==> src/rtl/core/tolerant_point_dedup_table_macros.svh <==
// Assertion helpers for the RTL files; tpdt_ctrl includes them.
`ifndef TOLERANT_POINT_DEDUP_TABLE_MACROS_SVH
`define TOLERANT_POINT_DEDUP_TABLE_MACROS_SVH

// Condition holds at every clock edge out of reset.
`define TPDT_ASSERT_ALWAYS(label, clk, rst_n, cond, msg) \
    label: assert property (@(posedge clk) disable iff (!rst_n) (cond)) else $error(msg);

// Antecedent implies consequent in the same cycle.
`define TPDT_ASSERT_IMP(label, clk, rst_n, ante, cons, msg) \
    label: assert property (@(posedge clk) disable iff (!rst_n) (ante) |-> (cons)) \
        else $error(msg);

// Antecedent implies consequent in the next cycle.
`define TPDT_ASSERT_NEXT(label, clk, rst_n, ante, cons, msg) \
    label: assert property (@(posedge clk) disable iff (!rst_n) (ante) |=> (cons)) \
        else $error(msg);

`endif

==> src/rtl/core/tpdt_ram.sv <==
module tpdt_ram #(
    parameter int WIDTH = 8,
    parameter int DEPTH = 16
) (
    input  logic                                          clk,
    input  logic                                          we,
    input  logic [((DEPTH > 1) ? $clog2(DEPTH) : 1)-1:0] waddr,
    input  logic [WIDTH-1:0]                              wdata,
    input  logic [((DEPTH > 1) ? $clog2(DEPTH) : 1)-1:0] raddr,
    output logic [WIDTH-1:0]                              rdata
);

    logic [WIDTH-1:0] mem [DEPTH];
    logic [WIDTH-1:0] rdata_reg;

    always_ff @(posedge clk)
    begin
        if (we)
        begin
            mem[waddr] <= wdata;
        end
        rdata_reg <= mem[raddr];
    end

    assign rdata = rdata_reg;

endmodule

==> config.mk <==
export PLATFORM = sky130hd
export DESIGN_NAME = tpdt_ram
export DESIGN_NICKNAME = d
export VERILOG_FILES = /design/src/rtl/core/tolerant_point_dedup_table_macros.svh /design/src/rtl/core/tpdt_ram.sv
export SDC_FILE = /design/constraint.sdc
export NUM_CORES = 1
export LEC_CHECK = 0
export BUFFER_PORTS_ARGS = -buffer_cell sky130_fd_sc_hd__buf_4
export CAP_MARGIN = 30
export CORE_MARGIN = 2
export CORE_UTILIZATION = 39
export CTS_CLUSTER_SIZE = 24
export DETAILED_ROUTE_END_ITERATION = 10
export PLACE_DENSITY_LB_ADDON = 0.25
export SLEW_MARGIN = 10
export SYNTH_ARGS = -nofsm -noshare
export SYNTH_HDL_FRONTEND = slang
export SYNTH_SLANG_ARGS = --single-unit
==> constraint.sdc <==
create_clock -name clk -period 2.12 [get_ports clk]
set_input_delay 0.106 -clock clk [delete_from_list [all_inputs] [get_ports clk]]
set_output_delay 0.106 -clock clk [all_outputs]
set_load 0.01 [all_outputs]
# --- After elaboration in Yosys (flattened, before gate mapping) ---
# Memories as Yosys holds them, arrays and structs flattened. A register that Yosys moved wholly into a read port is not among the register bits.
# Cells that the tools add are included.
word_totals:
  word_cells: 3
  in_bits: 18
  mem_count: 1
  ramBits: 128
  regBits: 0
mem_list:
  columns: ["memory", "words", "word_bits", "read_ports", "rd_clocked_by_memory_dff", "wr", "line_no", "rtl"]
  rows:
  - ["mem", 16, 8, 1, 1, 1, "tpdt_ram.sv:13", "logic [WIDTH-1:0] mem [DEPTH];"]
op_classes:
  n_mux: 2
ops:
  columns: ["cell", "n"]
  rows:
  - ["$mux 1", 2]

# --- Logic depth before layout (Yosys ltp) ---
logic_depth:
  depth_word: 2
  depth_mapped: 5
  ltp_nobuf: 3

# --- Least setup slack after synthesis ---
# Ideal clock, no wire load.
synth_path:
  path_kind: "input to register"
  startpoint: "input waddr[2] in the netlist's numbering"
  endpoint: "memory mem[0][0], enable pin"
  required_ns: 1.737
  stages: 2
  t_arrival_ns: 1.216
  setup_time_ns: 0.383
  slack_ns: 0.521
  path_buffers: 0
  path_cell_list: "or3b_2 nor3_1"
synth_rtl:
  columns: ["element", "line_no", "rtl"]
  rows:
  - ["from (decl)", "tpdt_ram.sv:7", "input logic [((DEPTH > 1) ? $clog2(DEPTH) : 1)-1:0] waddr,"]
  - ["to (decl)", "tpdt_ram.sv:13", null]
# No word-level cell before the write port.

==> impl_metrics.ini <==
[timing]
final.period_utilization_pct = 66.5
finalMaxSlewViolations = 0
max_freq_mhz = 710
period_minus_slack_ns = 1.41
slew_headroom_pct = 48.0
tns_ns = 0
final_hold_viol_count = 0
hold_ws_ns = 0.0136
final_critical_path_setup_slack_ns = 0.711
setup_violations = 0
final.setup_skew_ns = 0.00732
worstMarginPinSlew_ns = 0.779
grt_setup_unrepaired = no

[synth]
async_set_or_reset_register_ratio_after_synthesis_pct = 0
postSynthCellCount = 229
avgSynthCellArea_um2 = 22.5
synth_edf_count = 128
ys_ff_latch = 136
ys_warn_count = 0
synth_commonest_cells = sky130_fd_sc_hd__edfxtp_1 (128), sky130_fd_sc_hd__mux4_2 (18), sky130_fd_sc_hd__a22oi_1 (16)
synth_largest_type_area_fraction_pct = 74.7
synth_area_um2 = 5150
synthMostInstantiatedCell = sky130_fd_sc_hd__edfxtp_1
synth_cell_type_count = 19
ys.flop_type = sky130_fd_sc_hd__edfxtp_1
sequential_cell_area_fraction_in_the_yosys_report_pct = 77.8
synth_top_area_cell = sky130_fd_sc_hd__edfxtp_1
synth_nets = 247
synth.top_cells.by_area = sky130_fd_sc_hd__edfxtp_1 (75%), sky130_fd_sc_hd__mux4_2 (7.9%), sky130_fd_sc_hd__mux4_1 (7.1%)

[clock_network]
hold_buffers = 3
post_cts.repair.setup_buffers = 0
cts_tree = done
clkSlewWorstSetupHoldPaths_ns = 0.06
insertion_delay_ns = 0.41
clock_h_tree_levels = 4
cts_buffers = 17
clock_tree.root_cell = sky130_fd_sc_hd__clkbuf_16
clock_path_buffers = 2
clock-sinks = 136
post_cts_resize_count = 0

[layout]
layout.core_utilization_pct = 49.2
layout-area-overhead-vs-synth_pct = 22.0
stdcell_count = 468
antenna_cells_inserted = 0
n_fill_cell = 1026
largest_register_ff_count = 128
final_nets = 301
post_route_cells_drive_above_1_share_pct = 30.7

[placed_design]
dp_cells = 433
buffer_ports.inserted = 25
place.detailed.hpwl_um = 5990
dp_worst_setup_slack_ns = 0.480
globalplace.congestion = 0.717

[pwr]
power.density_nw_per_um2 = 1030
leakagePower_nw = 2.13
vdd_ir_drop_max_mv = 0.586

[setup_path]
crit_path_max_fanout = 1
cp.arrival_ns = 1.69
timing.reg2reg.setup_slack_ns = 0.71
r2r.worst_path.cells = 3
crit_type = reg -> reg
worst_ep_required_ns = 2.40
critical_path.startpoint_type = flip-flop
setup.worst_path.end_class = flip-flop

[detailed_routing]
detail_route.wirelength_um = 9630
drtPass1Iterations = 4
detail_route.drc_violations = 0
route.vias.total = 2349
vias_per_cell = 5.02
drtIter0Drc = 244
antenna_left = 0
wl_per_cell_um = 20.6

[floorplan]
rows = 41
initial_utilization_pct = 40.3
overall_die_area_um2 = 14100
die_boundary_height_um = 119
chipWidth_um = 119
core-area_um2 = 12800
boundaryPins = 26

[global_routing]
grt_pass1_vias = 2492
grt_antenna_before_repair = 0
grt-ovfl-total = 0
grt_first_pass_wirelength_um = 14800
grt_max_degree = 33
grt.total_usage_pct = 14.8

[worst_hold_path]
worst_hold_path.num_cells = 1
min-delay-path-class = in -> reg

[job]
drv.max_cap_violation_count = 0

[status]
run_status = finished, final reports clean
report_power, final:
part	switching (mW)	internal, mW	leakage [nW]
registers	0.0161	3.01	1.22
logic	0.158	0.138	0.599
clock network	1.03	2.11	0.311
path summary, 6_finish.rpt:
check                   end  startpoint
setup / recovery   rdata[1]   mem[0][1]
hold / removal    mem[0][0]    wdata[0]
setup reg to reg   rdata[1]   mem[0][1]
hold reg to reg    rdata[7]  mem[15][7]
cells in the final DEF (no fill, tap or decap), drive strengths merged, types with 2 or more instances in the layout:
cell type,count
nor2,13
a22oi,16
dlygate4sd3,3
clkinvlp,2
nand2,9
dfxtp,8
mux4,32
edfxtp,128
clkinv,5
clkbuf,19
buf,42
nor3,4
bufinv,5
nand2b,2
nand3b,2
per-stage QoR:
stage          cell area (um^2)  power [mW]
3_3_place_gp               5600        3.37
3_5_place_dp               5600        3.38
5_1_grt                    6280        6.66
2_1_floorplan              5150        3.24
6_report                   6280        6.46
4_1_cts                    6280        6.52
critical path, stage by stage, from the launching register on:
cell and delay, ns:
sky130_fd_sc_hd__edfxtp_1 0.36, sky130_fd_sc_hd__mux4_1 0.53, sky130_fd_sc_hd__a22oi_1 0.29, sky130_fd_sc_hd__nand2_1 0.10
routing by layer:
metal	global-route usage, %	vias up	wire length, um
li1	-	1089	-
met1	18.4	1197	4140
met2	24.7	57	4950
met3	4.07	6	439
met4	5.80	0	92
met5	0	-	0
cell type report:
cell class,count,area (um^2),area share [%]
Clock buffer,19,443,7.05
Multi-Input combinational cell,83,1060,16.8
Sequential cell,136,4000,63.8
Timing Repair Buffer,45,358,5.70
Clock inverter,13,201,3.21
Tap cell,172,215,3.43
logic make-up after synthesis:
| family | share of synthesized area, % |
|---|---|
| muxes | 15.0 |
| buffers and inverters | 1.68 |
| and+or+nand+nor | 3.18 |
| DFF | 77.8 |
| AOI/OAI and AO/OA | 2.33 |
No activity file was read; power rests on OpenSTA's default activity.
