$ cat config.mk
export PLATFORM = sky130hd
export DESIGN_NAME = tpdt_cmp
export DESIGN_NICKNAME = d
export VERILOG_FILES = /design/src/rtl/core/tolerant_point_dedup_table_macros.svh /design/src/rtl/core/tpdt_pkg.sv /design/src/rtl/core/tpdt_cmp.sv
export SDC_FILE = /design/constraint.sdc
export NUM_CORES = 2
export LEC_CHECK = 0
export BUFFER_PORTS_ARGS = -buffer_cell sky130_fd_sc_hd__buf_2
export CAP_MARGIN = 40
export CORE_MARGIN = 5
export CORE_UTILIZATION = 50
export DETAILED_ROUTE_END_ITERATION = 8
export HOLD_SLACK_MARGIN = 0.15
export PLACE_DENSITY = 0.77
export SYNTH_ARGS = -nofsm -noshare
export SYNTH_HDL_FRONTEND = slang
export SYNTH_SLANG_ARGS = --single-unit
$ cat constraint.sdc
create_clock -name clk -period 6.7 [get_ports clk]
set_clock_uncertainty 0.2 [all_clocks]
set_input_delay 1.34 -clock clk [delete_from_list [all_inputs] [get_ports clk]]
set_output_delay 1.34 -clock clk [all_outputs]
set_load 0.05 [all_outputs]
$ cat src/rtl/core/tolerant_point_dedup_table_macros.svh
// Assertion helpers for the RTL files; tpdt_ctrl includes them.
`ifndef TOLERANT_POINT_DEDUP_TABLE_MACROS_SVH
`define TOLERANT_POINT_DEDUP_TABLE_MACROS_SVH

// Condition holds at every clock edge out of reset.
`define TPDT_ASSERT_ALWAYS(label, clk, rst_n, cond, msg) \
    label: assert property (@(posedge clk) disable iff (!rst_n) (cond)) else $error(msg);

// Antecedent implies consequent in the same cycle.
`define TPDT_ASSERT_IMP(label, clk, rst_n, ante, cons, msg) \
    label: assert property (@(posedge clk) disable iff (!rst_n) (ante) |-> (cons)) \
        else $error(msg);

// Antecedent implies consequent in the next cycle.
`define TPDT_ASSERT_NEXT(label, clk, rst_n, ante, cons, msg) \
    label: assert property (@(posedge clk) disable iff (!rst_n) (ante) |=> (cons)) \
        else $error(msg);

`endif

$ cat src/rtl/core/tpdt_pkg.sv
package tpdt_pkg;

    localparam int MAX_POINTS = 1024;
    localparam int IDX_W      = (MAX_POINTS > 1) ? $clog2(MAX_POINTS) : 1;
    localparam int CNT_W      = $clog2(MAX_POINTS + 1);
    localparam int COORD_W    = 32;
    localparam int TOL_W      = 32;
    localparam int OUT_IDX_W  = 10;
    localparam int AXIS_LIMIT = 65536;
    localparam int AXIS_W     = $clog2(AXIS_LIMIT) + 1;
    localparam int DIFF_W     = COORD_W + 1;
    localparam int SQ_W       = 2 * AXIS_W;
    localparam int SUM_W      = SQ_W + 2;

    localparam logic [TOL_W-1:0] TOL_RESET = 32'd281;

    typedef struct packed {
        logic signed [COORD_W-1:0] x;
        logic signed [COORD_W-1:0] y;
        logic signed [COORD_W-1:0] z;
    } point_t;

    typedef struct packed {
        logic [IDX_W-1:0] index;
        logic             last;
    } tag_t;

    typedef struct packed {
        logic valid;
        tag_t tag;
    } issue_t;

    typedef struct packed {
        logic valid;
        logic match;
        tag_t tag;
    } cmp_res_t;

    // Magnitude of a - s, exact in one extra bit.
    function automatic logic [DIFF_W-1:0] axis_abs(input logic signed [COORD_W-1:0] a,
                                                   input logic signed [COORD_W-1:0] s);
        logic signed [DIFF_W-1:0] d;
        d = DIFF_W'(a) - DIFF_W'(s);
        return d[DIFF_W-1] ? DIFF_W'(-d) : DIFF_W'(d);
    endfunction

endpackage

$ cat src/rtl/core/tpdt_cmp.sv
module tpdt_cmp import tpdt_pkg::*; (
    input  logic             clk,
    input  logic             rst_n,
    input  issue_t           issue,
    input  logic             flush,
    input  point_t           query,
    input  point_t           stored,
    input  logic [TOL_W-1:0] tol,
    output cmp_res_t         res
);

    // Stage 0 lines up the tag with the registered memory read.
    logic              s0_valid_reg;
    tag_t              s0_tag_reg;
    // Stage 1: axis magnitudes and the out-of-range flag.
    logic              s1_valid_reg;
    tag_t              s1_tag_reg;
    logic              s1_far_reg;
    logic              s1_far_next;
    logic [AXIS_W-1:0] s1_abs_reg  [3];
    logic [AXIS_W-1:0] s1_abs_next [3];
    // Stage 2: squares.
    logic              s2_valid_reg;
    tag_t              s2_tag_reg;
    logic              s2_far_reg;
    logic [SQ_W-1:0]   s2_sq_reg [3];
    // Stage 3: sum and compare.
    logic              res_valid_reg;
    logic              res_match_reg;
    logic              res_match_next;
    tag_t              res_tag_reg;

    logic signed [COORD_W-1:0] q_axis [3];
    logic signed [COORD_W-1:0] s_axis [3];
    logic [DIFF_W-1:0]         abs_full [3];
    logic [SUM_W-1:0]          sum;

    assign q_axis[0] = query.x;
    assign q_axis[1] = query.y;
    assign q_axis[2] = query.z;
    assign s_axis[0] = stored.x;
    assign s_axis[1] = stored.y;
    assign s_axis[2] = stored.z;

    always_comb
    begin
        s1_far_next = 1'b0;
        for (int i = 0; i < 3; i++)
        begin
            abs_full[i]    = axis_abs(q_axis[i], s_axis[i]);
            s1_abs_next[i] = abs_full[i][AXIS_W-1:0];
            if (abs_full[i] > DIFF_W'(AXIS_LIMIT))
            begin
                s1_far_next = 1'b1;
            end
        end
    end

    always_comb
    begin
        sum = SUM_W'(s2_sq_reg[0]) + SUM_W'(s2_sq_reg[1]) + SUM_W'(s2_sq_reg[2]);
        res_match_next = !s2_far_reg && (sum < SUM_W'(tol));
    end

    always_ff @(posedge clk or negedge rst_n)
    begin
        if (!rst_n)
        begin
            s0_valid_reg  <= 1'b0;
            s1_valid_reg  <= 1'b0;
            s2_valid_reg  <= 1'b0;
            res_valid_reg <= 1'b0;
        end
        else if (flush)
        begin
            s0_valid_reg  <= 1'b0;
            s1_valid_reg  <= 1'b0;
            s2_valid_reg  <= 1'b0;
            res_valid_reg <= 1'b0;
        end
        else
        begin
            s0_valid_reg  <= issue.valid;
            s1_valid_reg  <= s0_valid_reg;
            s2_valid_reg  <= s1_valid_reg;
            res_valid_reg <= s2_valid_reg;
        end
    end

    always_ff @(posedge clk)
    begin
        s0_tag_reg    <= issue.tag;
        s1_tag_reg    <= s0_tag_reg;
        s1_far_reg    <= s1_far_next;
        s2_tag_reg    <= s1_tag_reg;
        s2_far_reg    <= s1_far_reg;
        res_tag_reg   <= s2_tag_reg;
        res_match_reg <= res_match_next;
        for (int i = 0; i < 3; i++)
        begin
            s1_abs_reg[i] <= s1_abs_next[i];
            s2_sq_reg[i]  <= SQ_W'(s1_abs_reg[i] * s1_abs_reg[i]);
        end
    end

    assign res.valid = res_valid_reg;
    assign res.match = res_match_reg;
    assign res.tag   = res_tag_reg;

endmodule

# Word level (Yosys, flattened, before mapping)
# Memory sizes are Yosys's and may differ from the RTL's.
# Index checks and enable logic that the tools add are counted.
classes:
  addsub: 8
  mul: 3
  n_lt_le_gt_ge: 4
  muxes: 8
  reduce_logical: 3
ops:
  columns: ["operator", "count"]
  rows:
  - ["multiplier 17 x 17 -> 34 bit", 3]
  - ["> comparator 33 x 17 -> 1 bit, second input constant", 3]
  - ["2-to-1 mux 33 bit", 3]
  - ["negator 33 bit", 3]
  - ["subtractor 32 x 32 -> 33 bit", 3]
  - ["adder 35 x 34 -> 36 bit", 1]
  - ["less-than comparator 36 x 32 -> 1 bit", 1]
  - ["adder 34 x 34 -> 35 bit", 1]
  - ["2-to-1 mux 1 bit", 5]
  - ["OR reduction 2 bit", 1]
  - ["logical AND 1 bit", 1]
  - ["logical NOT 1 bit", 1]
word_totals:
  regBits: 51
  mem_bits_rw: 153
  input_bits: 239
  output_inout_bits: 13
  wordCells: 43
  mem_count: 2
mem_list:
  columns: ["name", "words", "word_bits", "rd", "rd_clocked_by_memory_dff", "wr", "line_no", "source"]
  rows:
  - ["s2_sq_reg", 3, 34, 3, 0, 3, "tpdt_cmp.sv:26", "logic [SQ_W-1:0] s2_sq_reg [3];"]
  - ["s1_abs_reg", 3, 17, 3, 0, 3, "tpdt_cmp.sv:20", "logic [AXIS_W-1:0] s1_abs_reg [3];"]

# Logic depth before layout (Yosys ltp)
depth:
  word_depth: 5
  depth_mapped: 29
  depth_no_buf: 29

# Worst setup path before layout
# OpenSTA, ideal clock, no wires.
synth_path:
  path_kind: "reg2reg"
  startpoint: "memory s1_abs_reg[0][2] (netlist bit)"
  endpoint: "memory s2_sq_reg[0][33] (netlist bit)"
  setup_time_ns: 0.072
  arrival_ns: 6.347
  t_required_ns: 6.428
  slack_ns: 0.080
  stages_incl_launch_ff: 27
  path_buffers: 1
  period_less_slack_ns: 6.620
  path_cell_list: "dfxtp_1 > clkbuf_1 > nand2_1 > fa_1 > inv_1 > fa_1 > inv_1 > fa_1 > inv_1 > fa_1 > fa_1 > inv_1 > fa_1 > inv_1 > ha_1 > o2111ai_1 > o211a_1 > a21oi_1 > a41o_1 > o41ai_1 > nor3b_1 > o31ai_1 > o21ai_0 > o31ai_1 > nand2b_1 > a21oi_1 > xnor2_1"
synth_lines:
  columns: ["item", "line_no"]
  rows:
  - ["start, declared", "tpdt_cmp.sv:20"]
  - ["end, declared", "tpdt_cmp.sv:26"]

==> flow_metrics.tcl <==
set metrics [dict create \
    coreArea_sq_um 80500 \
    worstPathRequired_ns 6.95 \
    yosysUniqueCellTypes 90 \
    holdWs_ns 0.190 \
    die-width_um 295 \
    grt_pass1_vias 34400 \
    crit_buf_inv 7 \
    drc 0 \
    final.period_utilization_pct 97.2 \
    hp-class "reg2reg" \
    ff2ff_path_depth 26 \
    syn_area_per_cell_sq_um 8.53 \
    rsz0062_at_grt "true" \
    area_growth_pct 13.8 \
    ys.flop_type "dfxtp_1" \
    placed_area_sq_um 44600 \
    async_flop_share_pct 1.99 \
    dieArea_sq_um 87100 \
    gp_congestion 0.948 \
    dp_hpwl_um 83200 \
    synth-edff-count 0 \
    drt_iter0_drc 1849 \
    worstMarginPinSlew_ns 0.813 \
    ant_nets 0 \
    avgViaCountPerCell 5.32 \
    finalSetupViolCount 0 \
    crit_fanout 9 \
    critPathLaunchType "flip-flop" \
    nFillCells 6990 \
    crit_path_frequent_cell "fa_1" \
    drv_slew 0 \
    cp.arrival_ns 6.75 \
    io_buffers 251 \
    cap_viol_max_count 0 \
    cts.clk_slew.worst_paths_ns 0.06 \
    grtUsageTotal_pct 22.0 \
    cts_made_buffers 25 \
    cts-root-buf "clkbuf_16" \
    via_count 33400 \
    cts_max_level 1 \
    endpoint_kind "flip-flop" \
    r2r_start "s1_abs_reg[0][12]$_DFF_P_" \
    crit_family "adder cells" \
    die_h_um 295 \
    grt_start_max_net_pins 19 \
    final_util_pct 57.4 \
    startpoint "s1_abs_reg[0][12]$_DFF_P_" \
    yosysSeqAreaShare_pct 9.95 \
    setup.worst_path.end "s2_sq_reg[0][30]$_DFF_P_" \
    fp-row-count 104 \
    ios 252 \
    fmax_mhz 154 \
    dp_slack_ns -0.205 \
    grt_pass1_wl_um 161000 \
    synth.cell_area_sq_um 40700 \
    critical_path_depth 26 \
    hold_viol 0 \
    cts_tree "done" \
    dr.pass1.iters 6 \
    critPathKind "reg2reg" \
    nets 6535 \
    wl_per_cell_um 15.4 \
    routed_wl_um 96600 \
    syn_inst 4763 \
    yosysWarnings 0 \
    cts_sinks 201 \
    r2r-end "s2_sq_reg[0][30]$_DFF_P_" \
    reg2reg_slack_ns 0.19 \
    largest_reg_flops 99 \
    cpPeakStageDelay_ns 0.57 \
    cts_buffer_depth 3 \
    setup_ws_ns 0.191 \
    ys_ff_latch 201 \
    layout_common_cells "1028 x inv_1, 603 x fa_1, 481 x ha_1" \
    status "complete, no violations" \
    antenna_found_initial 0 \
    clk_latency_ns 0.56 \
    diodes 0 \
    grt_overflow 0 \
    min_period_ns 6.51 \
    start_util_pct 50.5 \
    final_common_cell "inv_1" \
    slowest_stage "fa_1" \
    final_cell_area_sq_um 46300 \
    relSlewSlack_pct 45.3 \
    drive_above_1_share_pct 13.5 \
]
metrics by stage:
stage               instances  TNS, ns
floorplan                4764        0
finish                   6274        0
global route             6274   -0.335
CTS                      6271        0
global placement         6190   -0.118
detailed placement       6192   -0.529
worst min-delay path by stage:
stage | from | endpoint | depth (start not counted)
2_1_floorplan | s2_tag_reg[0]$_DFF_P_ | res[0]$_DFF_P_ | 0
5_1_grt | s1_far_reg$_SDFF_PP1_ | s2_far_reg$_DFF_P_ | 0
6_report | s1_far_reg$_SDFF_PP1_ | s2_far_reg$_DFF_P_ | 0
4_1_cts | s1_far_reg$_SDFF_PP1_ | s2_far_reg$_DFF_P_ | 0
3_5_place_dp | s1_tag_reg[0]$_DFF_P_ | s2_tag_reg[0]$_DFF_P_ | 0
3_3_place_gp | s1_tag_reg[9]$_DFF_P_ | s2_tag_reg[9]$_DFF_P_ | 0
kinds of logic (layout without fill, tap and decap cells):
family	Yosys count	count (layout)	synth area share, %
simple gates	1256	1256	15.5
buf+inv	1154	1604	10.7
fa+ha+maj	1101	1101	45.1
compound gates	768	768	12.6
xor+xnor	260	260	5.60
flops	201	201	9.95
mux	21	21	0.539
other cells	2	3	0.0185
synthesized netlist by cell type (40+ instances only):
cell type  instances  area [sq um]
inv_1           1034          3880
fa_1             608         12200
nand2_1          389          1460
xnor2_1          183          1600
and3_1            40           250
clkbuf_1         116           435
and2_1           175          1090
nor2_1           236           886
a21oi_1          196           981
a21o_1            90           676
nor3_1            69           345
dfxtp_1          197          3940
nand3_1           80           400
xor2_1            77           674
nor2b_1           59           369
o21ai_0          138           691
ha_1             493          6170
cell type report:
class	instances	area, sq um	share of cell area (%)
clock buffers	29	671	1.45
clock inverters	17	190	0.411
inverters	1034	3880	8.39
multi-input cells	3409	32600	70.5
flip-flops and latches	201	4110	8.88
well taps	1060	1330	2.87
repair buffers	524	3450	7.46
per-layer routing:
layer  GRT usage [%]  vias to the layer above  part of all wire, %
met5               0                        -                    0
met4            7.10                        0                  3.6
met3            2.19                      173                  4.6
met2            39.5                      841                   50
met1            27.9                    16200                   42
li1                -                    16200                    -
timing repair:
action | CTS | global route
endpoints found under the setup margin | 8 | 21
setup buffers | 0 | 3
hold endpoints to repair | 33 | 0
pin swaps | 1 | 42
hold buffers | 33 | 0
gates resized for setup | 8 | 131
Power is not shown: default switching activity piles up to over one toggle a cycle in this logic, so the estimate is an artifact.
