`src/rtl/core/tolerant_point_dedup_table_macros.svh`:
```
// Assertion helpers for the RTL files; tpdt_ctrl includes them.
`ifndef TOLERANT_POINT_DEDUP_TABLE_MACROS_SVH
`define TOLERANT_POINT_DEDUP_TABLE_MACROS_SVH

// Condition holds at every clock edge out of reset.
`define TPDT_ASSERT_ALWAYS(label, clk, rst_n, cond, msg) \
    label: assert property (@(posedge clk) disable iff (!rst_n) (cond)) else $error(msg);

// Antecedent implies consequent in the same cycle.
`define TPDT_ASSERT_IMP(label, clk, rst_n, ante, cons, msg) \
    label: assert property (@(posedge clk) disable iff (!rst_n) (ante) |-> (cons)) \
        else $error(msg);

// Antecedent implies consequent in the next cycle.
`define TPDT_ASSERT_NEXT(label, clk, rst_n, ante, cons, msg) \
    label: assert property (@(posedge clk) disable iff (!rst_n) (ante) |=> (cons)) \
        else $error(msg);

`endif

```
`src/rtl/core/tpdt_pkg.sv`:
```
package tpdt_pkg;

    localparam int MAX_POINTS = 1024;
    localparam int IDX_W      = (MAX_POINTS > 1) ? $clog2(MAX_POINTS) : 1;
    localparam int CNT_W      = $clog2(MAX_POINTS + 1);
    localparam int COORD_W    = 32;
    localparam int TOL_W      = 32;
    localparam int OUT_IDX_W  = 10;
    localparam int AXIS_LIMIT = 65536;
    localparam int AXIS_W     = $clog2(AXIS_LIMIT) + 1;
    localparam int DIFF_W     = COORD_W + 1;
    localparam int SQ_W       = 2 * AXIS_W;
    localparam int SUM_W      = SQ_W + 2;

    localparam logic [TOL_W-1:0] TOL_RESET = 32'd281;

    typedef struct packed {
        logic signed [COORD_W-1:0] x;
        logic signed [COORD_W-1:0] y;
        logic signed [COORD_W-1:0] z;
    } point_t;

    typedef struct packed {
        logic [IDX_W-1:0] index;
        logic             last;
    } tag_t;

    typedef struct packed {
        logic valid;
        tag_t tag;
    } issue_t;

    typedef struct packed {
        logic valid;
        logic match;
        tag_t tag;
    } cmp_res_t;

    // Magnitude of a - s, exact in one extra bit.
    function automatic logic [DIFF_W-1:0] axis_abs(input logic signed [COORD_W-1:0] a,
                                                   input logic signed [COORD_W-1:0] s);
        logic signed [DIFF_W-1:0] d;
        d = DIFF_W'(a) - DIFF_W'(s);
        return d[DIFF_W-1] ? DIFF_W'(-d) : DIFF_W'(d);
    endfunction

endpackage

```
`src/rtl/core/tpdt_point_if.sv`:
```
interface tpdt_point_if import tpdt_pkg::*; ();
    logic                      valid;
    logic                      ready;
    logic signed [COORD_W-1:0] x_coord;
    logic signed [COORD_W-1:0] y_coord;
    logic signed [COORD_W-1:0] z_coord;

    modport source (output valid, output x_coord, output y_coord, output z_coord,
                    input ready);
    modport sink (input valid, input x_coord, input y_coord, input z_coord,
                  output ready);
endinterface

```
`src/rtl/core/tpdt_result_if.sv`:
```
interface tpdt_result_if import tpdt_pkg::*; ();
    logic                 valid;
    logic                 ready;
    logic [OUT_IDX_W-1:0] vertex_index;
    logic                 was_new;
    logic                 table_full;

    modport source (output valid, output vertex_index, output was_new, output table_full,
                    input ready);
    modport sink (input valid, input vertex_index, input was_new, input table_full,
                  output ready);
endinterface

```
`src/rtl/core/tpdt_ctrl.sv`:
```
`include "tolerant_point_dedup_table_macros.svh"

module tpdt_ctrl import tpdt_pkg::*; (
    input  logic             clk,
    input  logic             rst_n,
    tpdt_point_if.sink       point,
    tpdt_result_if.source    result,
    output issue_t           issue,
    output logic             flush,
    output point_t           query,
    input  cmp_res_t         res,
    output logic             wr_en,
    output logic [IDX_W-1:0] wr_addr,
    output point_t           wr_data
);

    typedef enum logic [1:0] {
        IDLE,
        SCAN,
        FINISH
    } state_t;

    state_t               state_reg,     state_next;
    logic [CNT_W-1:0]     count_reg,     count_next;
    logic [CNT_W-1:0]     iss_reg,       iss_next;
    point_t               query_reg,     query_next;
    logic                 hit_reg,       hit_next;
    logic [IDX_W-1:0]     hit_idx_reg,   hit_idx_next;
    logic                 out_valid_reg, out_valid_next;
    logic [OUT_IDX_W-1:0] out_idx_reg,   out_idx_next;
    logic                 out_new_reg,   out_new_next;
    logic                 out_full_reg,  out_full_next;
    logic                 load_out;
    logic                 is_full;

    assign is_full  = (count_reg == CNT_W'(MAX_POINTS));
    assign load_out = !out_valid_reg || result.ready;

    assign issue.valid     = (state_reg == SCAN) && (iss_reg != count_reg);
    assign issue.tag.index = iss_reg[IDX_W-1:0];
    assign issue.tag.last  = ((iss_reg + CNT_W'(1)) == count_reg);

    // Clear stale compares left in flight after a decision.
    assign flush   = (state_reg == FINISH);
    assign query   = query_reg;
    assign wr_addr = count_reg[IDX_W-1:0];
    assign wr_data = query_reg;

    assign point.ready         = (state_reg == IDLE);
    assign result.valid        = out_valid_reg;
    assign result.vertex_index = out_idx_reg;
    assign result.was_new      = out_new_reg;
    assign result.table_full   = out_full_reg;

    always_comb
    begin
        state_next     = state_reg;
        count_next     = count_reg;
        iss_next       = iss_reg;
        query_next     = query_reg;
        hit_next       = hit_reg;
        hit_idx_next   = hit_idx_reg;
        out_valid_next = out_valid_reg;
        out_idx_next   = out_idx_reg;
        out_new_next   = out_new_reg;
        out_full_next  = out_full_reg;
        wr_en          = 1'b0;

        if (result.ready)
        begin
            out_valid_next = 1'b0;
        end

        case (state_reg)
            IDLE:
            begin
                if (point.valid)
                begin
                    query_next.x = point.x_coord;
                    query_next.y = point.y_coord;
                    query_next.z = point.z_coord;
                    iss_next     = '0;
                    hit_next     = 1'b0;
                    if (count_reg == '0)
                    begin
                        state_next = FINISH;
                    end
                    else
                    begin
                        state_next = SCAN;
                    end
                end
            end
            SCAN:
            begin
                if (issue.valid)
                begin
                    iss_next = iss_reg + CNT_W'(1);
                end
                if (res.valid && res.match)
                begin
                    hit_next     = 1'b1;
                    hit_idx_next = res.tag.index;
                    state_next   = FINISH;
                end
                else if (res.valid && res.tag.last)
                begin
                    hit_next   = 1'b0;
                    state_next = FINISH;
                end
            end
            FINISH:
            begin
                // Hold the decision until the output register is free.
                if (load_out)
                begin
                    out_valid_next = 1'b1;
                    state_next     = IDLE;
                    if (hit_reg)
                    begin
                        out_idx_next  = OUT_IDX_W'(hit_idx_reg);
                        out_new_next  = 1'b0;
                        out_full_next = 1'b0;
                    end
                    else if (is_full)
                    begin
                        out_idx_next  = '0;
                        out_new_next  = 1'b0;
                        out_full_next = 1'b1;
                    end
                    else
                    begin
                        wr_en         = 1'b1;
                        out_idx_next  = OUT_IDX_W'(count_reg);
                        out_new_next  = 1'b1;
                        out_full_next = 1'b0;
                        count_next    = count_reg + CNT_W'(1);
                    end
                end
            end
            default:
            begin
                state_next = IDLE;
            end
        endcase
    end

    always_ff @(posedge clk or negedge rst_n)
    begin
        if (!rst_n)
        begin
            state_reg     <= IDLE;
            count_reg     <= '0;
            iss_reg       <= '0;
            query_reg     <= '0;
            hit_reg       <= 1'b0;
            hit_idx_reg   <= '0;
            out_valid_reg <= 1'b0;
            out_idx_reg   <= '0;
            out_new_reg   <= 1'b0;
            out_full_reg  <= 1'b0;
        end
        else
        begin
            state_reg     <= state_next;
            count_reg     <= count_next;
            iss_reg       <= iss_next;
            query_reg     <= query_next;
            hit_reg       <= hit_next;
            hit_idx_reg   <= hit_idx_next;
            out_valid_reg <= out_valid_next;
            out_idx_reg   <= out_idx_next;
            out_new_reg   <= out_new_next;
            out_full_reg  <= out_full_next;
        end
    end

    `TPDT_ASSERT_ALWAYS(a_count_max, clk, rst_n, count_reg <= CNT_W'(MAX_POINTS), "count above table size")
    `TPDT_ASSERT_IMP(a_issue_scan, clk, rst_n, issue.valid, state_reg == SCAN, "read issued outside scan")
    `TPDT_ASSERT_IMP(a_issue_range, clk, rst_n, issue.valid, iss_reg < count_reg, "read past stored points")
    `TPDT_ASSERT_IMP(a_wr_room, clk, rst_n, wr_en, !is_full, "write into full table")
    `TPDT_ASSERT_NEXT(a_wr_count, clk, rst_n, wr_en, count_reg == CNT_W'($past(count_reg) + CNT_W'(1)), "count not advanced on append")

endmodule

```
`src/flat_wrapper.sv`:
```
// flat-port wrapper written by rule: the top's interface ports become plain ports
module tpdt_ctrl_flat import tpdt_pkg::*;
  (clk, rst_n, issue, flush, query, res, wr_en, wr_addr, wr_data, point_valid, point_x_coord, point_y_coord, point_z_coord, point_ready, result_valid, result_vertex_index, result_was_new, result_table_full, result_ready);
  tpdt_point_if point_i ();
  tpdt_result_if result_i ();
  input  logic clk;
  input  logic rst_n;
  output issue_t issue;
  output logic flush;
  output point_t query;
  input  cmp_res_t res;
  output logic wr_en;
  output logic [IDX_W-1:0] wr_addr;
  output point_t wr_data;
  input wire logic [$bits(point_i.valid)-1:0] point_valid;
  input wire logic [$bits(point_i.x_coord)-1:0] point_x_coord;
  input wire logic [$bits(point_i.y_coord)-1:0] point_y_coord;
  input wire logic [$bits(point_i.z_coord)-1:0] point_z_coord;
  output wire logic [$bits(point_i.ready)-1:0] point_ready;
  output wire logic [$bits(result_i.valid)-1:0] result_valid;
  output wire logic [$bits(result_i.vertex_index)-1:0] result_vertex_index;
  output wire logic [$bits(result_i.was_new)-1:0] result_was_new;
  output wire logic [$bits(result_i.table_full)-1:0] result_table_full;
  input wire logic [$bits(result_i.ready)-1:0] result_ready;
  assign point_i.valid = point_valid;
  assign point_i.x_coord = point_x_coord;
  assign point_i.y_coord = point_y_coord;
  assign point_i.z_coord = point_z_coord;
  assign point_ready = point_i.ready;
  assign result_valid = result_i.valid;
  assign result_vertex_index = result_i.vertex_index;
  assign result_was_new = result_i.was_new;
  assign result_table_full = result_i.table_full;
  assign result_i.ready = result_ready;
  tpdt_ctrl u_core (.clk(clk), .rst_n(rst_n), .point(point_i), .result(result_i), .issue(issue), .flush(flush), .query(query), .res(res), .wr_en(wr_en), .wr_addr(wr_addr), .wr_data(wr_data));
endmodule
```
`config.mk`:
```
export PLATFORM = sky130hd
export DESIGN_NAME = tpdt_ctrl_flat
export DESIGN_NICKNAME = d
export VERILOG_FILES = /design/src/rtl/core/tpdt_pkg.sv /design/src/rtl/core/tpdt_point_if.sv /design/src/rtl/core/tpdt_result_if.sv /design/src/rtl/core/tpdt_ctrl.sv /design/src/flat_wrapper.sv
export VERILOG_INCLUDE_DIRS = /design/src /design/src/rtl/core
export SDC_FILE = /design/constraint.sdc
export NUM_CORES = 1
export LEC_CHECK = 0
export BUFFER_PORTS_ARGS = -buffer_cell sky130_fd_sc_hd__buf_2
export CELL_PAD_IN_SITES_DETAIL_PLACEMENT = 1
export CELL_PAD_IN_SITES_GLOBAL_PLACEMENT = 1
export CORE_MARGIN = 3
export CORE_UTILIZATION = 33
export CTS_CLUSTER_DIAMETER = 50
export CTS_CLUSTER_SIZE = 40
export DETAILED_ROUTE_END_ITERATION = 8
export PLACE_DENSITY_LB_ADDON = 0.1
export REMOVE_ABC_BUFFERS = 1
export SYNTH_ARGS = -nofsm -noshare
export SYNTH_HDL_FRONTEND = slang
export SYNTH_SLANG_ARGS = --single-unit
```
`constraint.sdc`:
```
create_clock -name clk -period 2.8 [get_ports clk]
set_clock_uncertainty 0.05 [all_clocks]
set_input_delay 0.84 -clock clk [delete_from_list [all_inputs] [get_ports clk]]
set_output_delay 0.84 -clock clk [all_outputs]
set_load 0.005 [all_outputs]
```
## Word level (Yosys, flattened, before mapping)

Index checks and enable logic that the tools add are counted.

- Bits in registers: 144
- Bits of input ports: 113
- Output and inout port bits: 230

- Add/subtract/negate cells: 2
- Eq/ne operators: 9
- Mux-type cells: 24
- Bitwise operators: 2
- Reductions and logical operators: 15

Operators with widths:

| operator | count |
|---|---|
| 11-bit by 1-bit adder with 11-bit output, second input constant | 2 |
| 11-bit 2-to-1 mux | 2 |
| 11-bit case mux with 2 select lines | 1 |
| 10-bit 2-to-1 mux | 2 |
| 1-bit 2-to-1 mux | 12 |
| 11-bit == test | 1 |
| 11-bit == test, second input constant | 1 |
| 11-bit logical NOT | 1 |
| 11-bit inequality test | 1 |
| 2-bit 2-to-1 mux | 5 |
| 3-bit AND reduction | 3 |
| 2-bit case mux with 3 select lines | 1 |
| 2-bit AND reduction | 3 |
| 2-bit inequality test, second input constant | 2 |
| 4-bit AND reduction | 1 |
| 1-bit logical AND | 3 |
| 3-bit inequality test, second input constant | 1 |
| 2-bit by 1-bit == test with 1-bit output, second input constant | 1 |
| 2-bit == test, second input constant | 1 |
| 2-bit logical NOT | 1 |
| 2-bit by 1-bit inequality test with 1-bit output, second input constant | 1 |
| 1-bit inverter | 2 |
| 1-bit case mux with 2 select lines | 1 |
| 2-bit nonzero test | 1 |
| other kinds (2) | 2 |

## Longest topological paths before layout

Gate-level depths: netlist (run 1).

- Word-level depth: 5
- Depth in mapped cells: 8
- Depth with buffers taken out: 7

## Worst setup path after synthesis (run 1)

OpenSTA, ideal clock, no wires.

- Kind: register to output
- Start point: register u_core.iss_reg[0]
- End point: output issue[0] (netlist name)
- Arrival time: 1,742 ps
- Path slack: 168 ps
- Cell stages (with the launch flop): 7
- Path buffers: 0
- Path through: dfrtp_1 > ha_1 > nand3_1 > or2_2 > xnor2_1 > nor4_1 > o2111a_1

RTL lines:

| what | RTL line | text |
|---|---|---|
| start: declaration | tpdt_ctrl.sv:25 | `logic [CNT_W-1:0] iss_reg, iss_next;` |
| start signal: assignment | tpdt_ctrl.sv:167 | `iss_reg <= iss_next;` |
| end: declaration | flat_wrapper.sv:8 | `output issue_t issue;` |

==> results of run 1 <==
-- Yosys cell counts (2+ instances only) --
master,n
nand2_1,301
dfrtp_1,144
buf_4,122
clkbuf_1,26
nor2_1,20
xnor2_1,17
nand3_1,13
and3_1,11
mux2_2,11
xor2_1,11
a21oi_1,10
mux2i_1,8
nor3_1,8
nand4_1,7
a221o_1,6
o21ai_0,6
nand2b_1,5
buf_1,4
inv_1,4
ha_1,3
nor2b_1,3
nor4_1,3
a211o_1,2
a211oi_1,2
a31oi_1,2
and2_1,2
and3b_1,2
and4_1,2
buf_6,2
nand3b_1,2
or2_2,2
-- metal layers --
metal  share of wire  global-route usage  wire [µm]  vias to the layer above
met5          0.0017                   0         41                        -
met4           0.026              0.0809        614                        6
met3           0.069              0.0653       1650                       47
met2            0.52               0.356      12400                      205
met1            0.39               0.230       9320                     2940
li1                -                   -          -                     2859
-- kinds of logic after synthesis --
family                     synth area share
DFF                                   0.511
buffers and inverters                 0.151
AOI/OAI and AO/OA                    0.0352
adders and majority gates           0.00533
muxes                                0.0289
and+or+nand+nor                       0.233
xor gates and xnor gates             0.0348
-- area by class of cell --
type	instances	area, µm²	area share
Inverter	4	15.0	0.00164
Tap cell	270	338	0.0368
Timing Repair Buffer	382	2090	0.228
Clock inverter	13	200	0.0218
Multi-Input combinational cell	475	2470	0.270
Clock buffer	19	443	0.0483
Sequential cell	144	3610	0.394
Antenna cell	2	5.00	0.000546
-- cells in the final DEF (no fill, tap or decap), drive strengths merged, types with 3 or more instances in the layout --
cell and count:
a21oi 10, a221o 7, and3 12, and4 3
buf 382, bufinv 4, clkbuf 19, clkinv 3
dfrtp 144, ha 3, inv 9, mux2 11
mux2i 8, nand2 301, nand2b 5, nand3 13
nand4 7, nor2 21, nor2b 3, nor3 8
nor4 3, o21ai 6, xnor2 17, xor2 11
-- critical path: stages, from the launching register on --
cell      delay [ns]
dfrtp_1         0.42
ha_4            0.19
buf_6           0.13
and3b_1         0.15
or3_1           0.32
a21oi_2         0.18
nor4_2          0.08
o2111a_1        0.14
buf_2           0.13
-- worst max path at each step --
stage	endpoint	slack, ns	depth (start not counted)
2_1_floorplan	u_core.iss_reg[7]	-0.57	3
3_3_place_gp	issue[0]	0.09	7
3_5_place_dp	issue[0]	0.07	7
4_1_cts	issue[0]	-0.26	8
5_1_grt	issue[0]	-0.33	7
6_report	issue[0]	-0.24	8
-- power by group --
group / internal, µW / switching [µW]
Clock: 1540 / 969
Sequential: 2990 / 771
Combinational: 1940 / 2180
-- stage by stage --
step | utilization | cells
CTS | 0.441 | 1304
global placement | 0.405 | 1266
detailed placement | 0.405 | 1266
finish | 0.445 | 1309
floorplan | - | 623
global route | 0.445 | 1309
-- what timing repair did --
action | CTS | global route
setup buffers | 6 | 3
gates cloned | 0 | 0
endpoints found under the hold margin | 0 | 0
resized for setup | 18 | 13
hold buffers | 0 | 0
pin swaps | 9 | 5
endpoints found under the setup margin | 3 | 3
==> metrics.md, run 1 <==
| Metric | Value |
|---|---|
| Lkg Pwr | `0.00517 µW` |
| Worst Slack Setup Final | `-0.241 ns` |
| Placed inst area | `~0.0083 mm²` |
| PD cells | `between 1000 and 1500 mW/mm²` |
| Final Hold Vio Count | `0` |
| Number of global-route vias before repair | `6301` |
| Setup violators final | `2` |
| Tot Pwr | `10400 µW` |
| #FFs+latches synth | `about 140` |
| CP startpoint kind | `flop` |
| DR DRC count | `0` |
| Worst EP required | `approximately 1.9 ns` |
| Clock sink count | `between 100 and 150` |
| Area Growth Syn to Fin | `30.2%` |
| Total grt overflow | `0` |
| Vias/cell | `~4.6` |
| First-pass GRT wire length | `37100 µm` |
| Skew-Pair Late Insertion Delay | `approximately 0.43 ns` |
| Post-synthesis sequential area ratio | `0.511` |
| CTS Buf Count | `17` |
| Final period utilization | `1.09` |
| Top_reg_cell synth | `dfrtp_1` |
| Die Footprint | `between 0.02 and 0.025 mm²` |
| Clock Tree Root | `clkbuf_16` |
| Final WL | `approximately 24000 µm` |
| Setup CP Type | `flop to output pin` |
| Post-synth EDFFs | `0` |
| DIE WIDTH | `~150 µm` |
| Max Buffers Root-to-Sink | `2` |
| Die H | `152 µm` |
| HP Class | `input pin to async pin` |
| DR WL/cell | `roughly 18 µm` |
| CTS clock-pin slew for the worst setup and hold paths | `roughly 0.070 ns` |
| Site Rows | `between 50 and 60` |
| Failing checks | `negative setup slack` |
| Largest net degree at the start of global routing | `100` |
| Hold WS | `between 0.3 and 0.4 ns` |
| IO Pins | `343` |
| Share of layout cells above drive strength 1 | `0.438` |
| Slew @ Worst Pin | `0.538 ns` |
| Initial Util | `0.342` |
| Reg2reg path depth | `7` |
| FF-to-FF Start | `u_core.iss_reg[3]` |
| First-iteration detailed-routing DRC count | `between 150 and 200` |
| RSZ-0062 raised after global routing | `true` |
| Worst vdd rail ir drop | `between 0.4 and 0.5 mV` |
| Synth top area share | `0.511` |
| Antenna violations before repair | `5` |
| Total vias in the final route | `6057` |
| Fin Setup TNS | `-0.346 ns` |
| Slew Limit Fails | `0` |
| Port Buffers | `342` |
| YS warnings | `0` |
| DR pass1 iterations | `4` |
| Max reg flops | `96` |
| Largest area contributor in the netlist | `dfrtp_1` |
| Minimum clock period | `3.04 ns` |
| Cell variety after synth | `47` |
| Routed Antenna Nets | `0` |
| Post-Place Worst Slack | `0.0697 ns` |
| Synthesized cell area | `a little over 0.007 mm²` |
| Synth area leaders | `dfrtp_1, nand2_1, buf_4, xnor2_1, mux2_2` |
| Post-synth ARST share | `1.00` |
| H-tree depth | `4` |
| CTS tree | `built` |
| Final instance area | `roughly 0.009 mm²` |
| Max-cap viol count | `0` |
| Mapped Cells | `between 700 and 800` |
| Outcome | `finished, violations left` |
| Worst slew margin | `0.641` |
| Syn Area/Cell | `~9.1 µm²` |
| Reg2Reg Capture Point | `u_core.iss_reg[4]` |
| Critical path fanouts, max | `7` |
| CP startpoint | `u_core.iss_reg[1]` |
| Final nets | `around 1100` |
| Fillers | `~2500` |
| Total GRT Usage | `0.203` |
| Hpwl dp | `17800 µm` |
| Fmax achieved | `0.329 GHz` |
| R2R Setup Slk | `0.50 ns` |
| Crit end category | `output pin` |
| Routability-driven placement congestion ratio | `roughly 0.86` |
| Core area | `0.0206 mm²` |
| Crit path DAT | `2.15 ns` |
(Power assumes the default switching activity.)
==> inputs of run 2 (changes only) <==
--- a/config.mk
+++ b/config.mk
@@ -15,6 +15,7 @@
 export CTS_CLUSTER_SIZE = 40
 export DETAILED_ROUTE_END_ITERATION = 8
 export PLACE_DENSITY_LB_ADDON = 0.1
+export RECOVER_POWER = 25
 export REMOVE_ABC_BUFFERS = 1
 export SYNTH_ARGS = -nofsm -noshare
 export SYNTH_HDL_FRONTEND = slang
==> metrics.md, run 2 (synthesized netlist as in run 1, its figures left out) <==
| Metric | Value |
|---|---|
| DR WL/cell | `18.4 µm (+0.24%)` |
| Setup CP Type | `flop to output pin` |
| Final Hold Vio Count | `0 (unchanged)` |
| Final instance area | `0.00913 mm² (-0.44%)` |
| Largest net degree at the start of global routing | `100 (unchanged)` |
| Fin Setup TNS | `-0.351 ns (-0.00468 ns)` |
| Area taken by multi-input logic gates | `0.00247 mm² (unchanged)` |
| DIE WIDTH | `152 µm (unchanged)` |
| Die Footprint | `0.0231 mm² (unchanged)` |
| Worst Slack Setup Final | `-0.245 ns (-0.00444 ns)` |
| First-iteration detailed-routing DRC count | `186 (+6.3%)` |
| Max Buffers Root-to-Sink | `2 (unchanged)` |
| Most common cell after layout, fill and taps aside | `buf_2` |
| Critical path fanouts, max | `4 (-3)` |
| Routability-driven placement congestion ratio | `0.861 (unchanged)` |
| Port Buffers | `342 (unchanged)` |
| CTS clock-pin slew for the worst setup and hold paths | `0.06 ns (about the same)` |
| Top cell family by delay on the critical path | `simple AND/OR/NAND/NOR gates` |
| Clock sink count | `144 (unchanged)` |
| Hpwl dp | `17800 µm (unchanged)` |
| Core area | `0.0206 mm² (unchanged)` |
| Crit end category | `output pin` |
| CP max stage cell | `dfrtp_1` |
| Skew-Pair Late Insertion Delay | `0.43 ns (about the same)` |
| Tot Pwr | `10400 µW (about the same)` |
| Total vias in the final route | `6049 (-0.13%)` |
| Setup violators final | `2 (unchanged)` |
| Slew Limit Fails | `0 (unchanged)` |
| Most frequent cells in the layout | `buf_2, nand2_1, dfrtp_1, buf_4, nor2_1` |
| Clock Tree Root | `clkbuf_16` |
| Die H | `152 µm (unchanged)` |
| Final period utilization | `1.09 (+0.00159)` |
| Number of global-route vias before repair | `6301 (unchanged)` |
| Lkg Pwr | `0.00515 µW (-0.31%)` |
| Slew @ Worst Pin | `1.39 ns (+0.853 ns)` |
| Placed inst area | `0.00834 mm² (unchanged)` |
| Hold_buf cts | `0 (unchanged)` |
| Storage cell area | `0.00361 mm² (unchanged)` |
| Site Rows | `52 (unchanged)` |
| Worst slew margin | `0.0730 (-0.569)` |
| Final nets | `1140 (unchanged)` |
| Total grt overflow | `0 (unchanged)` |
| Fillers | `2509 (+0.080%)` |
| Crit path DAT | `2.16 ns (about the same)` |
| IO Pins | `343 (unchanged)` |
| CP startpoint kind | `flop` |
| Failing checks | `negative setup slack` |
| Max reg flops | `96 (unchanged)` |
| Largest stage delay, worst path | `0.41 ns (about the same)` |
| Area Growth Syn to Fin | `29.6%` |
| Fmax achieved | `0.328 GHz (-0.15%)` |
| DR pass1 iterations | `4 (unchanged)` |
| Total GRT Usage | `0.203 (unchanged)` |
| Routed Antenna Nets | `0 (unchanged)` |
| Worst EP required | `1.91 ns (about the same)` |
| H-tree depth | `4 (unchanged)` |
| Worst vdd rail ir drop | `0.419 mV (about the same)` |
| RSZ-0062 raised after global routing | `true` |
| CTS Buf Count | `17 (unchanged)` |
| Max-cap viol count | `0 (unchanged)` |
| CTS tree | `built` |
| Final WL | `24100 µm (+0.24%)` |
| Outcome | `finished, violations left` |
| Antenna violations before repair | `5 (unchanged)` |
| DR DRC count | `0 (unchanged)` |
| Worst path bufs/invs | `2 (unchanged)` |
| PD cells | `1140 mW/mm² (+0.47%)` |
| Final core utilization | `0.443 (-0.00194)` |
| First-pass GRT wire length | `37100 µm (unchanged)` |
| CP cell instances | `buf_6 -> and4_1 -> and4_4 -> xnor2_1 -> a211oi_1 -> o2111a_1 -> buf_2` |
| Minimum clock period | `3.05 ns (+0.00444 ns)` |
| HP Class | `flop to flop` |
| Share of layout cells above drive strength 1 | `0.437 (-0.000964)` |
| Initial Util | `0.342 (unchanged)` |
| Vias/cell | `4.62 (-0.13%)` |
-- run 2: cell count changes in the layout (fill, tap and decap cells not counted), sizes merged --
cell | previous run | this run
buf | 382 | 378
clkbuf | 19 | 23
-- run 2: path summary, 6_finish.rpt --
path,startpoint,to,slack (ns),cells past startpoint
hold / removal,u_core.query[81],u_core.query[81],0.44,2
hold reg to reg,u_core.query[81],u_core.query[81],0.44,2
setup / recovery,u_core.iss_reg[2],issue[0],-0.25,7
setup reg to reg,u_core.iss_reg[3],u_core.iss_reg[4],0.48,7
min in group asynchronous,rst_n,u_core.iss_reg[2],0.68,1
max in group asynchronous,rst_n,u_core.count_reg[7],0.40,2
-- run 2: cell type report --
cell class | count | area share
inverter | 4 | 0.00164
clock buffer | 19 | 0.0485
sequential | 144 | 0.395
timing repair buffer | 382 | 0.224
clock inverter | 13 | 0.0219
antenna | 2 | 0.000548
tap | 270 | 0.0370
multi-input combinational | 475 | 0.271
-- run 2: per-stage QoR --
| step | setup WS (ns) | hold WS, ns | instances |
|---|---|---|---|
| 3_3_place_gp | 0.0892 | 0.426 | 1266 |
| 4_1_cts | -0.259 | 0.327 | 1304 |
| 2_1_floorplan | -0.566 | 0.429 | 623 |
| 5_1_grt | -0.333 | 0.477 | 1309 |
| 3_5_place_dp | 0.0697 | 0.432 | 1266 |
| 6_report | -0.245 | 0.443 | 1309 |
-- run 2: per-layer routing --
| metal | vias to the layer above | GRT usage | share of wire |
|---|---|---|---|
| met5 | - | 0 | 0.0017 |
| met4 | 6 | 0.0809 | 0.026 |
| met3 | 44 | 0.0653 | 0.070 |
| met2 | 199 | 0.356 | 0.52 |
| met1 | 2944 | 0.230 | 0.39 |
| li1 | 2856 | - | - |
-- run 2: report_power, final --
| group | switching (µW) | internal, µW |
|---|---|---|
| sequential | 773 | 2980 |
| clock | 972 | 1540 |
| combinational | 2190 | 1930 |
-- run 2: worst register-to-register path, cell delays in order (launching register included) --
cell and delay [ns]:
dfrtp_2 0.46, xor2_2 0.17, or4_4 0.54, o31a_1 0.28, buf_4 0.19, nor2_2 0.18, buf_4 0.22, a221o_1 0.17
-- run 2: what timing repair did --
item | in CTS | in global routing
pin swaps | 9 | 5
buffers inserted | 6 | 3
gates resized for setup | 18 | 13
setup endpoints to repair | 3 | 3
